===== src/rtl/nglc_pkg.sv =====
// shared types, constants and helper functions of the gga line checker
package nglc_pkg;

  localparam int LINE_MAX_DEF    = 256;
  localparam int FIELD_LIMIT_DEF = 32;
  localparam int MIN_FIELDS      = 15;
  localparam int FIX_FIELD       = 6;
  localparam int SATS_FIELD      = 7;
  localparam int HEAD_LEN        = 6;

  localparam logic [7:0] CH_DOLLAR  = 8'h24;
  localparam logic [7:0] CH_STAR    = 8'h2a;
  localparam logic [7:0] CH_COMMA   = 8'h2c;
  localparam logic [7:0] CH_NEWLINE = 8'h0a;

  localparam logic [1:0] ST_OK         = 2'd0;
  localparam logic [1:0] ST_NOT_GGA    = 2'd1;
  localparam logic [1:0] ST_BAD_SUM    = 2'd2;
  localparam logic [1:0] ST_FEW_FIELDS = 2'd3;

  // first member sits in the highest bits, so status lands at bit 0
  typedef struct packed {
    logic [7:0] sats_used;
    logic [7:0] fix_quality;
    logic [5:0] field_count;
    logic [7:0] recv_checksum;
    logic [7:0] calc_checksum;
    logic [1:0] status;
  } nglc_result_t;

  localparam int RESULT_W = $bits(nglc_result_t);

  // "$GPGGA"
  function automatic logic [7:0] head_char(input logic [2:0] idx);
    logic [7:0] ch;
    case (idx)
      3'd0:    ch = CH_DOLLAR;
      3'd1:    ch = 8'h47;
      3'd2:    ch = 8'h50;
      3'd3:    ch = 8'h47;
      3'd4:    ch = 8'h47;
      3'd5:    ch = 8'h41;
      default: ch = 8'h00;
    endcase
    return ch;
  endfunction

  // bit 4 set when the character is a hex digit
  function automatic logic [4:0] hex_of(input logic [7:0] ch);
    logic [4:0] h;
    if (ch >= 8'h30 && ch <= 8'h39) begin
      h = {1'b1, 4'(ch - 8'h30)};
    end else if (ch >= 8'h41 && ch <= 8'h46) begin
      h = {1'b1, 4'(ch - 8'h37)};
    end else if (ch >= 8'h61 && ch <= 8'h66) begin
      h = {1'b1, 4'(ch - 8'h57)};
    end else begin
      h = 5'd0;
    end
    return h;
  endfunction

  // acc * 10 + digit, saturating at 255
  function automatic logic [7:0] dec_push(input logic [7:0] acc, input logic [3:0] digit);
    logic [11:0] v;
    v = {1'b0, acc, 3'b000} + {3'b000, acc, 1'b0} + {8'd0, digit};
    return (v > 12'd255) ? 8'hff : v[7:0];
  endfunction

endpackage


===== src/rtl/nglc_line_state.sv =====
// per-line state registers and the per-character update of the gga line checker
module nglc_line_state
  import nglc_pkg::*;
#(
  parameter int LINE_MAX    = LINE_MAX_DEF,
  parameter int FIELD_LIMIT = FIELD_LIMIT_DEF
) (
  input  logic         clk,
  input  logic         rst,
  input  logic         step,
  input  logic [7:0]   rx_byte,
  output logic         line_end,
  output nglc_result_t result
);

  localparam int CW = $clog2(LINE_MAX);
  localparam int FW = $clog2(FIELD_LIMIT);

  logic [CW-1:0] char_pos;
  logic          header_ok;
  logic [7:0]    xor_acc;
  logic          star_seen;
  logic [1:0]    hex_digits;
  logic [7:0]    hex_value;
  logic          hex_bad;
  logic [FW-1:0] field_index;
  logic          digit_stop;
  logic [7:0]    fix_acc;
  logic [7:0]    sats_acc;

  logic          header_ok_next;
  logic [7:0]    xor_acc_next;
  logic          star_seen_next;
  logic [1:0]    hex_digits_next;
  logic [7:0]    hex_value_next;
  logic          hex_bad_next;
  logic [FW-1:0] field_index_next;
  logic          digit_stop_next;
  logic [7:0]    fix_acc_next;
  logic [7:0]    sats_acc_next;

  logic [4:0]    hex;
  logic          is_digit;
  logic          in_head;
  logic          hdr;
  logic          present;
  logic [5:0]    fields;

  assign hex      = hex_of(rx_byte);
  assign is_digit = (rx_byte >= 8'h30) && (rx_byte <= 8'h39);
  assign in_head  = char_pos < CW'(HEAD_LEN);

  always_comb begin
    header_ok_next   = header_ok;
    xor_acc_next     = xor_acc;
    star_seen_next   = star_seen;
    hex_digits_next  = hex_digits;
    hex_value_next   = hex_value;
    hex_bad_next     = hex_bad;
    field_index_next = field_index;
    digit_stop_next  = digit_stop;
    fix_acc_next     = fix_acc;
    sats_acc_next    = sats_acc;

    if (in_head && rx_byte != head_char(char_pos[2:0])) begin
      header_ok_next = 1'b0;
    end

    if (star_seen) begin
      if (!hex_bad && hex_digits != 2'd2) begin
        if (hex[4]) begin
          hex_value_next  = {hex_value[3:0], hex[3:0]};
          hex_digits_next = hex_digits + 2'd1;
        end else begin
          hex_bad_next = 1'b1;
        end
      end
    end else if (rx_byte == CH_STAR) begin
      star_seen_next = 1'b1;
    end else begin
      if (!(char_pos == '0 && rx_byte == CH_DOLLAR)) begin
        xor_acc_next = xor_acc ^ rx_byte;
      end
      if (rx_byte == CH_COMMA) begin
        if (field_index != FW'(FIELD_LIMIT - 1)) begin
          field_index_next = field_index + FW'(1);
        end
        digit_stop_next = 1'b0;
      end else if (!digit_stop) begin
        if (is_digit) begin
          if (field_index == FW'(FIX_FIELD)) begin
            fix_acc_next = dec_push(fix_acc, rx_byte[3:0]);
          end else if (field_index == FW'(SATS_FIELD)) begin
            sats_acc_next = dec_push(sats_acc, rx_byte[3:0]);
          end
        end else begin
          digit_stop_next = 1'b1;
        end
      end
    end
  end

  assign line_end = (rx_byte == CH_NEWLINE) || (char_pos == CW'(LINE_MAX - 1));

  // the header needs at least six characters in the line
  assign hdr     = header_ok_next && (char_pos >= CW'(HEAD_LEN - 1));
  assign present = star_seen_next &&
                   (hex_digits_next == 2'd2 || (hex_digits_next == 2'd1 && hex_bad_next));
  assign fields  = 6'(field_index_next) + 6'd1;

  always_comb begin
    if (!hdr) begin
      result.status = ST_NOT_GGA;
    end else if (!present || hex_value_next != xor_acc_next) begin
      result.status = ST_BAD_SUM;
    end else if (fields < 6'(MIN_FIELDS)) begin
      result.status = ST_FEW_FIELDS;
    end else begin
      result.status = ST_OK;
    end
    result.calc_checksum = xor_acc_next;
    result.recv_checksum = hex_value_next;
    result.field_count   = fields;
    result.fix_quality   = fix_acc_next;
    result.sats_used     = sats_acc_next;
  end

  always_ff @(posedge clk) begin
    if (rst || (step && line_end)) begin
      char_pos    <= '0;
      header_ok   <= 1'b1;
      xor_acc     <= 8'd0;
      star_seen   <= 1'b0;
      hex_digits  <= 2'd0;
      hex_value   <= 8'd0;
      hex_bad     <= 1'b0;
      field_index <= '0;
      digit_stop  <= 1'b0;
      fix_acc     <= 8'd0;
      sats_acc    <= 8'd0;
    end else if (step) begin
      char_pos    <= char_pos + CW'(1);
      header_ok   <= header_ok_next;
      xor_acc     <= xor_acc_next;
      star_seen   <= star_seen_next;
      hex_digits  <= hex_digits_next;
      hex_value   <= hex_value_next;
      hex_bad     <= hex_bad_next;
      field_index <= field_index_next;
      digit_stop  <= digit_stop_next;
      fix_acc     <= fix_acc_next;
      sats_acc    <= sats_acc_next;
    end
  end

endmodule


===== config.mk =====
export PLATFORM = sky130hd
export DESIGN_NAME = nglc_line_state
export DESIGN_NICKNAME = d
export VERILOG_FILES = /design/src/rtl/nglc_pkg.sv /design/src/rtl/nglc_line_state.sv
export SDC_FILE = /design/constraint.sdc
export NUM_CORES = 1
export LEC_CHECK = 0
export ABC_AREA = 1
export BUFFER_PORTS_ARGS = -buffer_cell sky130_fd_sc_hd__buf_4
export CORE_ASPECT_RATIO = 1.25
export CORE_MARGIN = 2
export CORE_UTILIZATION = 36
export DETAILED_ROUTE_END_ITERATION = 7
export HOLD_SLACK_MARGIN = 0.03
export SYNTH_ARGS = -nofsm -noshare
export SYNTH_HDL_FRONTEND = slang
export SYNTH_SLANG_ARGS = --single-unit

===== constraint.sdc =====
create_clock -name clk -period 6.8 [get_ports clk]
set_input_delay 0.34 -clock clk [delete_from_list [all_inputs] [get_ports clk]]
set_output_delay 0.34 -clock clk [all_outputs]
set_load 0.01 [all_outputs]

==> impl_metrics.py, run 1 <==
metrics = {
    "logic_synthesis": {
        "synth_top_family_by_area": "simple AND/OR/NAND/NOR gates",
        "synth-adder-area-share_pct": 14.2,
        "syn-num-nets": 754,
        "synthTopCellsByArea": "dfxtp_1 (23%), ha_1 (12%), nand2_1 (12%)",
        "synth_compound_area_share_pct": 16.6,
        "yosysTopAreaCell": "dfxtp_1",
        "async_flop_share_pct": 0,
        "syn_area_per_cell_um2": 6.51,
        "synth-edff-count": 0,
        "synth_warnings": 0,
        "synth_top_area_share_pct": 22.6,
        "yosys.area_share.simple_pct": 30.6,
        "ys_types": 43,
        "syn_area_um2": 4520,
        "ys_ff_latch": 51,
        "synth_xor_xnor_area_share_pct": 3.85,
        "ys_seq_area_share_pct": 22.6,
        "synth_mux_area_share_pct": 0,
        "netlist_instances": 694,
        "yosys_most_used_dff": "dfxtp_1",
    },
    "timing": {
        "clock_skew_ns": 0.00867,
        "maxClockFrequency_ghz": 0.286,
        "final.setup.tns_ns": 0,
        "timing.final.max_slew_violations": 0,
        "period_minus_slack_ns": 3.49,
        "relSlewSlack_pct": 42.0,
        "hold_violations": 0,
        "tightest_slew_ns": 0.869,
        "period_share_pct": 51.4,
        "fin_ws_ns": 3.31,
        "setup_violations": 0,
        "rsz0062_at_grt": "no",
    },
    "power_and_ir_drop": {
        "p_int_mw": 0.542,
        "p_leak_nw": 2.71,
        "swShare_pct": 34.0,
        "p_comb_share_pct": 27.5,
        "power.switching_mw": 0.279,
        "clkPwrFrac_pct": 32.1,
        "peakVddDrop_mv": 0.0823,
        "seqPwrFrac_pct": 40.4,
        "powerDensity_nw_per_um2": 159,
    },
    "hold_path": {
        "hold_depth": 2,
        "hold_path_class": "reg2reg",
    },
    "placed_design": {
        "pre_cts_slack_ns": 3.44,
        "io_buffers": 51,
        "dp_hpwl_um": 8760,
        "gp_congestion": 0.885,
    },
    "setup_path": {
        "crit_type": "reg2out",
        "crit_required_ns": 6.46,
        "crit_top_cell": "nand2_1",
        "reg2regPathDepth": 13,
        "max_stage_delay_ns": 0.54,
        "path_cells": "fa_1 > inv_1 > fa_1 > o21ai_0 > nand2_1 > nand2_1 > nand2_1 > nand3_1 > nand3_1 > nor2_1 > nand2_1 > o21ai_0 > inv_1 > buf_4",
        "crit_fanout": 8,
        "start_kind": "flop",
        "crit_arrival_ns": 3.15,
        "critPathSlowestCell": "fa_1",
        "end_kind": "output pin",
    },
    "clock_network": {
        "cts_buffers": 5,
        "cts_tree": "done",
        "cts_setup_buffers": 0,
        "cts_root_buf": "clkbuf_16",
        "clk-insertion-delay-late_ns": 0.31,
        "cts_max_path_buffers": 2,
        "clock_sinks": 51,
        "cts-resized-gates": 0,
        "hold_buffers": 0,
        "cts.reportedPaths.clkPinSlew_ns": 0.07,
        "htreeDepth": 2,
    },
    "detailed_routing": {
        "routed_wl_um": 11600,
        "drt_iter0_drc": 213,
        "firstDrtPassIters": 5,
        "drt_drc_violations_left": 0,
        "viasPerCell": 4.95,
        "wl_per_cell_um": 12.9,
        "antenna_left": 0,
        "num_vias": 4460,
    },
    "finish": {
        "layout-drive-gt1-share_pct": 14.0,
        "num-nets-final": 796,
        "areaGrowthSynthToFinish_pct": 14.3,
        "layout_common_cells": "nand2_1 (141), inv_1 (111), o21ai_0 (64)",
        "final_common_cell": "nand2_1",
        "antenna_cells": 0,
    },
    "floorplanning": {
        "coreArea_um2": 12200,
        "die_x_um": 104,
        "die_h_um": 129,
        "dieArea_um2": 13500,
        "ios": 52,
        "start_util_pct": 37.0,
        "rows": 45,
    },
    "grt": {
        "grt_max_degree": 61,
        "grt_pass1_vias": 4338,
        "grt_overflow": 0,
        "grt_pass1_wl_um": 20000,
        "grt.total_usage_pct": 18.1,
        "grt_antenna_before_repair": 0,
    },
    "run": {
        "max_cap_viol_count": 0,
    },
    "status": {
        "status": "finished clean",
    },
}
-- logic make-up (layout without fill, tap and decap cells) --
kind of cell / count (synthesis) / after routing
flops: 51 / 51
xor+xnor: 19 / 19
fa+ha+maj: 49 / 49
simple gates: 297 / 297
buf+inv: 137 / 180
compound gates: 141 / 141
-- path summary, 6_finish.rpt --
path	from	end	slack, ns
min	header_ok	header_ok	0.48
max	sats_acc[0]	result[34]	3.31
max reg2reg	sats_acc[0]	sats_acc[0]	3.94
min reg2reg	header_ok	header_ok	0.48
-- layout make-up --
cell class | instances | area (um^2)
clock buffer | 5 | 125
clock inverter | 3 | 18.8
fill | 1292 | 7060
inverter | 119 | 447
multi-input combinational | 506 | 2950
sequential | 51 | 1020
tap | 164 | 205
timing repair buffer | 53 | 398
-- routing by layer --
metal | global-route usage (%) | routed length [um] | part of all wire, %
met3 | 3.37 | 520 | 4.5
met5 | 0 | 0 | 0
met1 | 21.5 | 5250 | 45
met4 | 5.80 | 219 | 1.9
met2 | 33.0 | 5650 | 49
-- stage by stage --
stage,instances,utilization [%],instance area (um^2),hold slack [ns],total power [mW]
after global placement,893,41.1,5020,0.458,0.558
final,901,42.2,5160,0.479,0.821
after CTS,901,42.2,5160,0.481,0.835
after global routing,901,42.2,5160,0.511,0.877
after detailed placement,893,41.1,5020,0.461,0.564
after floorplan,694,-,4520,0.437,0.490
-- registers in the layout, indices dropped and copies added, names as in the netlist --
register,count
sats_acc,8
char_pos,8
field_index,5
hex_value,8
hex_bad,1
digit_stop,1
hex_digits,2
xor_acc,8
star_seen,1
fix_acc,8
header_ok,1
-- critical path: cells and delay by family, from the launching register on --
kind | cells | cell delay, ns
adders and majority gates | 2 | 0.98
and+or+nand+nor | 7 | 0.83
AOI/OAI and AO/OA | 2 | 0.39
DFF | 1 | 0.36
buffers and inverters | 3 | 0.28
-- synth_stat cells, types with 2 or more instances --
library cell / count
o21ai_0: 64
inv_2: 7
clkbuf_1: 11
dfxtp_1: 51
a21oi_1: 56
o21ai_2: 3
o21ai_1: 2
nor2_2: 4
nand4_1: 11
o211ai_1: 4
inv_1: 111
or2_2: 3
nand3_1: 47
nand3_2: 3
ha_1: 45
nor2_4: 3
or2_0: 2
nor3_1: 5
nand2_1: 141
o21a_1: 2
buf_6: 2
xnor2_1: 4
xor2_1: 14
nand2_2: 12
o22ai_1: 7
fa_1: 4
nor2_1: 56
nand3b_1: 4
buf_2: 2
-- power groups by stage --
stage | registers [mW] | clock network (mW) | logic (mW)
floorplan | 0.334 | 0 | 0.156
global route | 0.334 | 0.285 | 0.258
detailed placement | 0.338 | 0 | 0.225
global placement | 0.338 | 0 | 0.221
CTS | 0.331 | 0.276 | 0.227
finish | 0.332 | 0.264 | 0.225
(Power assumes the default switching activity.)
==> inputs of run 2 (changes only) <==
==> constraint.sdc (replaced) <==
create_clock -name clk -period 3.56 [get_ports clk]
set_input_delay 0.178 -clock clk [delete_from_list [all_inputs] [get_ports clk]]
set_output_delay 0.178 -clock clk [all_outputs]
set_load 0.01 [all_outputs]
==> run 2 against run 1 <==
Total power rose by 94%. Die area unchanged. Utilization rose by 0.15 points. Global-route usage decreased by 0.23 points. Sequential cell count stayed put. Clock-buffer cell count is 2 higher. Clock power grew 100%. Wire length is 0.58% lower. Critical path type unchanged.
==> impl_metrics.py, run 2 (same netlist as run 1, synthesis figures left out) <==
metrics = {
    "status": {
        "status": "finished clean",
    },
    "clock_network": {
        "clk-insertion-delay-late_ns": 0.31,
        "cts.reportedPaths.clkPinSlew_ns": 0.07,
        "htreeDepth": 2,
        "cts_max_path_buffers": 2,
        "cts_setup_buffers": 0,
        "cts_buffers": 5,
        "hold_buffers": 0,
        "cts_tree": "done",
        "cts-resized-gates": 0,
        "clock_sinks": 51,
        "cts_root_buf": "clkbuf_16",
    },
    "grt": {
        "grt_pass1_wl_um": 19700,
        "grt_max_degree": 61,
        "grt_pass1_vias": 4245,
        "grt_overflow": 0,
        "grt_antenna_before_repair": 0,
        "grt.total_usage_pct": 17.8,
    },
    "setup_path": {
        "crit_end": "result[30]",
        "end_kind": "output pin",
        "reg2regPathDepth": 11,
        "startpoint": "fix_acc[0]",
        "crit_type": "reg2out",
        "r2r_slack_ns": 0.78,
        "crit_required_ns": 3.38,
        "worst_r2r_endpoint": "fix_acc[6]",
        "start_kind": "flop",
        "crit_arrival_ns": 3.07,
        "crit_fanout": 7,
        "r2r_start": "fix_acc[0]",
    },
    "detailed_routing": {
        "antenna_left": 0,
        "drt_drc_violations_left": 0,
        "num_vias": 4492,
        "routed_wl_um": 11600,
        "drt_iter0_drc": 148,
        "viasPerCell": 4.99,
        "wl_per_cell_um": 12.8,
        "firstDrtPassIters": 4,
    },
    "floorplanning": {
        "dieArea_um2": 13500,
        "die_x_um": 104,
        "coreArea_um2": 12200,
        "start_util_pct": 37.0,
        "rows": 45,
        "die_h_um": 129,
        "ios": 52,
    },
    "power_and_ir_drop": {
        "p_int_mw": 1.07,
        "peakVddDrop_mv": 0.249,
        "seqPwrFrac_pct": 39.8,
        "power.switching_mw": 0.519,
        "power.total_mw": 1.59,
        "powerDensity_nw_per_um2": 307,
        "p_leak_nw": 2.71,
        "p_comb_share_pct": 27.1,
        "swShare_pct": 32.6,
        "clkPwrFrac_pct": 33.1,
    },
    "timing": {
        "setup_violations": 0,
        "tightest_slew_ns": 0.862,
        "final.setup.tns_ns": 0,
        "period_minus_slack_ns": 3.24,
        "timing.final.max_slew_violations": 0,
        "fin_ws_ns": 0.315,
        "period_share_pct": 91.1,
        "relSlewSlack_pct": 42.5,
        "rsz0062_at_grt": "no",
        "clock_skew_ns": 0.0116,
        "hold_violations": 0,
        "maxClockFrequency_ghz": 0.308,
    },
    "finish": {
        "areaGrowthSynthToFinish_pct": 14.7,
        "nFillCells": 1284,
        "layout-drive-gt1-share_pct": 14.1,
        "final_common_cell": "nand2_1",
        "antenna_cells": 0,
        "layout_common_cells": "nand2_1 (141), inv_1 (111), o21ai_0 (63)",
        "num-nets-final": 796,
    },
    "placed_design": {
        "io_buffers": 51,
        "gp_congestion": 0.901,
        "pre_cts_slack_ns": 0.505,
        "dp_hpwl_um": 8820,
    },
    "hold_path": {
        "hold_path_class": "in2reg",
    },
    "run": {
        "max_cap_viol_count": 0,
    },
}
## run 2: cell types whose count changed in the layout (fill, tap and decap cells not counted), sizes merged
cell,previous run,this run
clkbuf,5,7
clkinv,3,1
clkinvlp,0,1
inv,119,118
## run 2: layer usage
layer | track usage [%] | part of all wire [%] | vias up
met5 | 0 | 0 | -
met4 | 5.56 | 1.5 | 0
met3 | 3.67 | 4.4 | 12
met2 | 32.9 | 49 | 92
met1 | 20.8 | 45 | 2062
li1 | - | - | 2326
## run 2: worst min path at each step
stage                    start   endpoint  slack (ns)  cells after the start
CTS                 rx_byte[3]  star_seen        0.33                      5
global route        rx_byte[3]  star_seen        0.38                      5
finish              rx_byte[3]  star_seen        0.33                      5
global placement     header_ok  header_ok        0.46                      2
detailed placement   header_ok  header_ok        0.47                      2
floorplan            header_ok  header_ok        0.44                      2
## run 2: power groups by stage
stage	registers (mW)	clock network (mW)	logic (mW)
6_report	0.634	0.527	0.431
5_1_grt	0.638	0.572	0.491
4_1_cts	0.633	0.549	0.432
3_5_place_dp	0.647	0	0.429
3_3_place_gp	0.646	0	0.422
2_1_floorplan	0.638	0	0.299
## run 2: through the flow
stage / hold WS, ns / instance area, um^2 / util, % / std cells
after global placement: 0.459 / 5020 / 41.1 / 893
after CTS: 0.333 / 5180 / 42.4 / 901
after floorplan: 0.437 / 4520 / - / 694
after global routing: 0.380 / 5180 / 42.4 / 901
final: 0.332 / 5180 / 42.4 / 901
after detailed placement: 0.466 / 5020 / 41.1 / 893
## run 2: worst max-delay path, stage by stage, from the launching register on
cell	delay, ns
dfxtp_1	0.35
fa_1	0.54
inv_1	0.06
fa_1	0.40
o21ai_1	0.23
nand2_1	0.07
a21oi_1	0.19
nor2_1	0.06
nand2_1	0.08
nand4_1	0.28
o22ai_1	0.28
inv_1	0.07
buf_4	0.14
## run 2: final cells by class
cell class | instances | area [um^2] | area share [%]
timing repair buffer | 53 | 398 | 7.68
clock buffer | 7 | 153 | 2.95
sequential | 51 | 1020 | 19.7
inverter | 119 | 447 | 8.62
clock inverter | 1 | 7.51 | 0.145
multi-input combinational | 506 | 2950 | 56.9
tap | 164 | 205 | 3.96
==> inputs of run 3 (changes only) <==
--- a/config.mk
+++ b/config.mk
@@ -8,7 +8,7 @@
 export ABC_AREA = 1
 export BUFFER_PORTS_ARGS = -buffer_cell sky130_fd_sc_hd__buf_4
 export CORE_ASPECT_RATIO = 1.25
-export CORE_MARGIN = 2
+export CORE_MARGIN = 1.5
 export CORE_UTILIZATION = 36
 export DETAILED_ROUTE_END_ITERATION = 7
 export HOLD_SLACK_MARGIN = 0.03
==> run 3 against run 2 <==
Die area decreased by 1.7%. Clock skew decreased by 0.0030 ns. Setup slack got worse by 0.078 ns. Via count decreased by 0.56%. Clock-buffer cell count decreased by 2. Sequential cell count unchanged. Utilization increased by 0.29 points. Total power increased by 2.6%. Wire length decreased by 1.0%. Clock power increased by 6.6%. Critical endpoint is now result[29].
==> impl_metrics.py, run 3 (same netlist as run 1, synthesis figures left out) <==
metrics = {
    "status": {
        "status": "finished clean",
    },
    "floorplanning": {
        "dieArea_um2": 13200,
        "start_util_pct": 37.0,
        "coreArea_um2": 12200,
        "die_h_um": 128,
        "rows": 45,
        "ios": 52,
        "die_x_um": 103,
    },
    "setup_path": {
        "crit_fanout": 7,
        "critPathSlowestCell": "fa_1",
        "crit_arrival_ns": 3.14,
        "path_cells": "fa_1 > inv_1 > fa_1 > o21ai_0 > nand2_1 > a21oi_1 > nor2_1 > nand2_1 > nand4_1 > buf_4 > o22ai_1 > inv_1 > buf_4",
        "crit_type": "reg2out",
        "max_stage_delay_ns": 0.55,
        "start_kind": "flop",
        "end_kind": "output pin",
        "crit_required_ns": 3.38,
        "cp_top_family": "adder cells",
        "crit_buf_inv": 4,
    },
    "power_and_ir_drop": {
        "powerDensity_nw_per_um2": 313,
        "p_leak_nw": 2.72,
        "peakVddDrop_mv": 0.186,
    },
    "timing": {
        "relSlewSlack_pct": 40.6,
        "rsz0062_at_grt": "no",
        "hold_violations": 0,
        "tightest_slew_ns": 0.891,
        "final.setup.tns_ns": 0,
        "period_share_pct": 93.3,
        "clock_skew_ns": 0.00861,
        "period_minus_slack_ns": 3.32,
        "timing.final.max_slew_violations": 0,
        "setup_violations": 0,
        "maxClockFrequency_ghz": 0.301,
    },
    "detailed_routing": {
        "viasPerCell": 4.95,
        "firstDrtPassIters": 4,
        "routed_wl_um": 11500,
        "antenna_left": 0,
        "num_vias": 4467,
        "drt_iter0_drc": 180,
        "drt_drc_violations_left": 0,
        "wl_per_cell_um": 12.7,
    },
    "clock_network": {
        "clk-insertion-delay-late_ns": 0.30,
        "cts.reportedPaths.clkPinSlew_ns": 0.07,
        "cts_max_path_buffers": 2,
        "cts_tree": "done",
        "clock_sinks": 51,
        "hold_buffers": 0,
        "cts_buffers": 5,
        "cts_root_buf": "clkbuf_16",
        "htreeDepth": 2,
    },
    "hold_path": {
        "hold_path_class": "in2reg",
    },
    "placed_design": {
        "postPlaceCellArea_um2": 5020,
        "dp_hpwl_um": 8760,
        "io_buffers": 51,
        "gp_congestion": 0.880,
    },
    "grt": {
        "grt_max_degree": 61,
        "grt_pass1_wl_um": 19500,
        "grt_overflow": 0,
        "grt.total_usage_pct": 18.5,
        "grt_antenna_before_repair": 0,
        "grt_pass1_vias": 4190,
    },
    "run": {
        "max_cap_viol_count": 0,
    },
    "finish": {
        "layout-drive-gt1-share_pct": 14.6,
        "nFillCells": 1326,
        "final_common_cell": "nand2_1",
        "layout_common_cells": "nand2_1 (141), inv_1 (111), o21ai_0 (64)",
        "areaGrowthSynthToFinish_pct": 15.5,
        "final_area_um2": 5220,
        "num-nets-final": 797,
        "antenna_cells": 0,
    },
}
-- run 3: path summary, 6_finish.rpt --
kind | depth (start not counted) | end | startpoint | slack (ns)
max | 13 | result[29] | fix_acc[0] | 0.24
min | 5 | star_seen | rx_byte[3] | 0.34
max reg2reg | 12 | fix_acc[5] | fix_acc[0] | 0.70
min reg2reg | 2 | header_ok | header_ok | 0.48
-- run 3: area by class of cell --
type,instances,area [um^2],share of cell area (%)
clock inverter,3,43.8,0.840
tap,164,205,3.93
sequential,51,1020,19.6
inverter,119,447,8.57
multi-input combinational,506,2970,56.9
clock buffer,5,125,2.40
timing repair buffer,54,405,7.77
-- run 3: timing repair --
item / in CTS / in global routing
setup buffers: 0 / 1
setup endpoints to repair: 0 / 15
gates resized for setup: 0 / 4
-- run 3: per-stage QoR --
stage               std cells  util, %  setup WS (ns)  power (mW)  hold slack (ns)
global placement          893     41.1          0.570        1.07            0.456
finish                    902     42.7          0.237        1.63            0.342
floorplan                 694        -          0.945       0.937            0.437
CTS                       901     42.4          0.144        1.65            0.343
detailed placement        893     41.1          0.446        1.08            0.461
global route              902     42.7         0.0111        1.75            0.396
-- run 3: power by group --
part / internal (mW) / switching (mW) / total, mW / leakage [nW]
Clock: 0.332 / 0.230 / 0.562 / 0.0838
Combinational: 0.175 / 0.262 / 0.437 / 2.22
Sequential: 0.603 / 0.0299 / 0.633 / 0.420
Total: 1.11 / 0.523 / 1.63 / 2.72
-- run 3: worst register-to-register path, cell delays in order, from the launching register on --
cell and delay [ns]:
dfxtp_1 0.35, fa_1 0.55, inv_1 0.06, fa_1 0.40, o21ai_0 0.32, nand2_1 0.11
a21oi_1 0.21, nor2_1 0.08, nand2_1 0.10, nand4_1 0.08, buf_4 0.19, o22ai_1 0.19
a21oi_1 0.09
-- run 3: metal layers --
| layer | wire [um] | vias up | global-route usage, % | share of wire (%) |
|---|---|---|---|---|
| met5 | 0 | - | 0 | 0 |
| met4 | 212 | 0 | 6.12 | 1.9 |
| met3 | 558 | 17 | 2.67 | 4.9 |
| met2 | 5510 | 101 | 32.1 | 48 |
| met1 | 5170 | 2019 | 23.2 | 45 |
| li1 | - | 2330 | - | - |
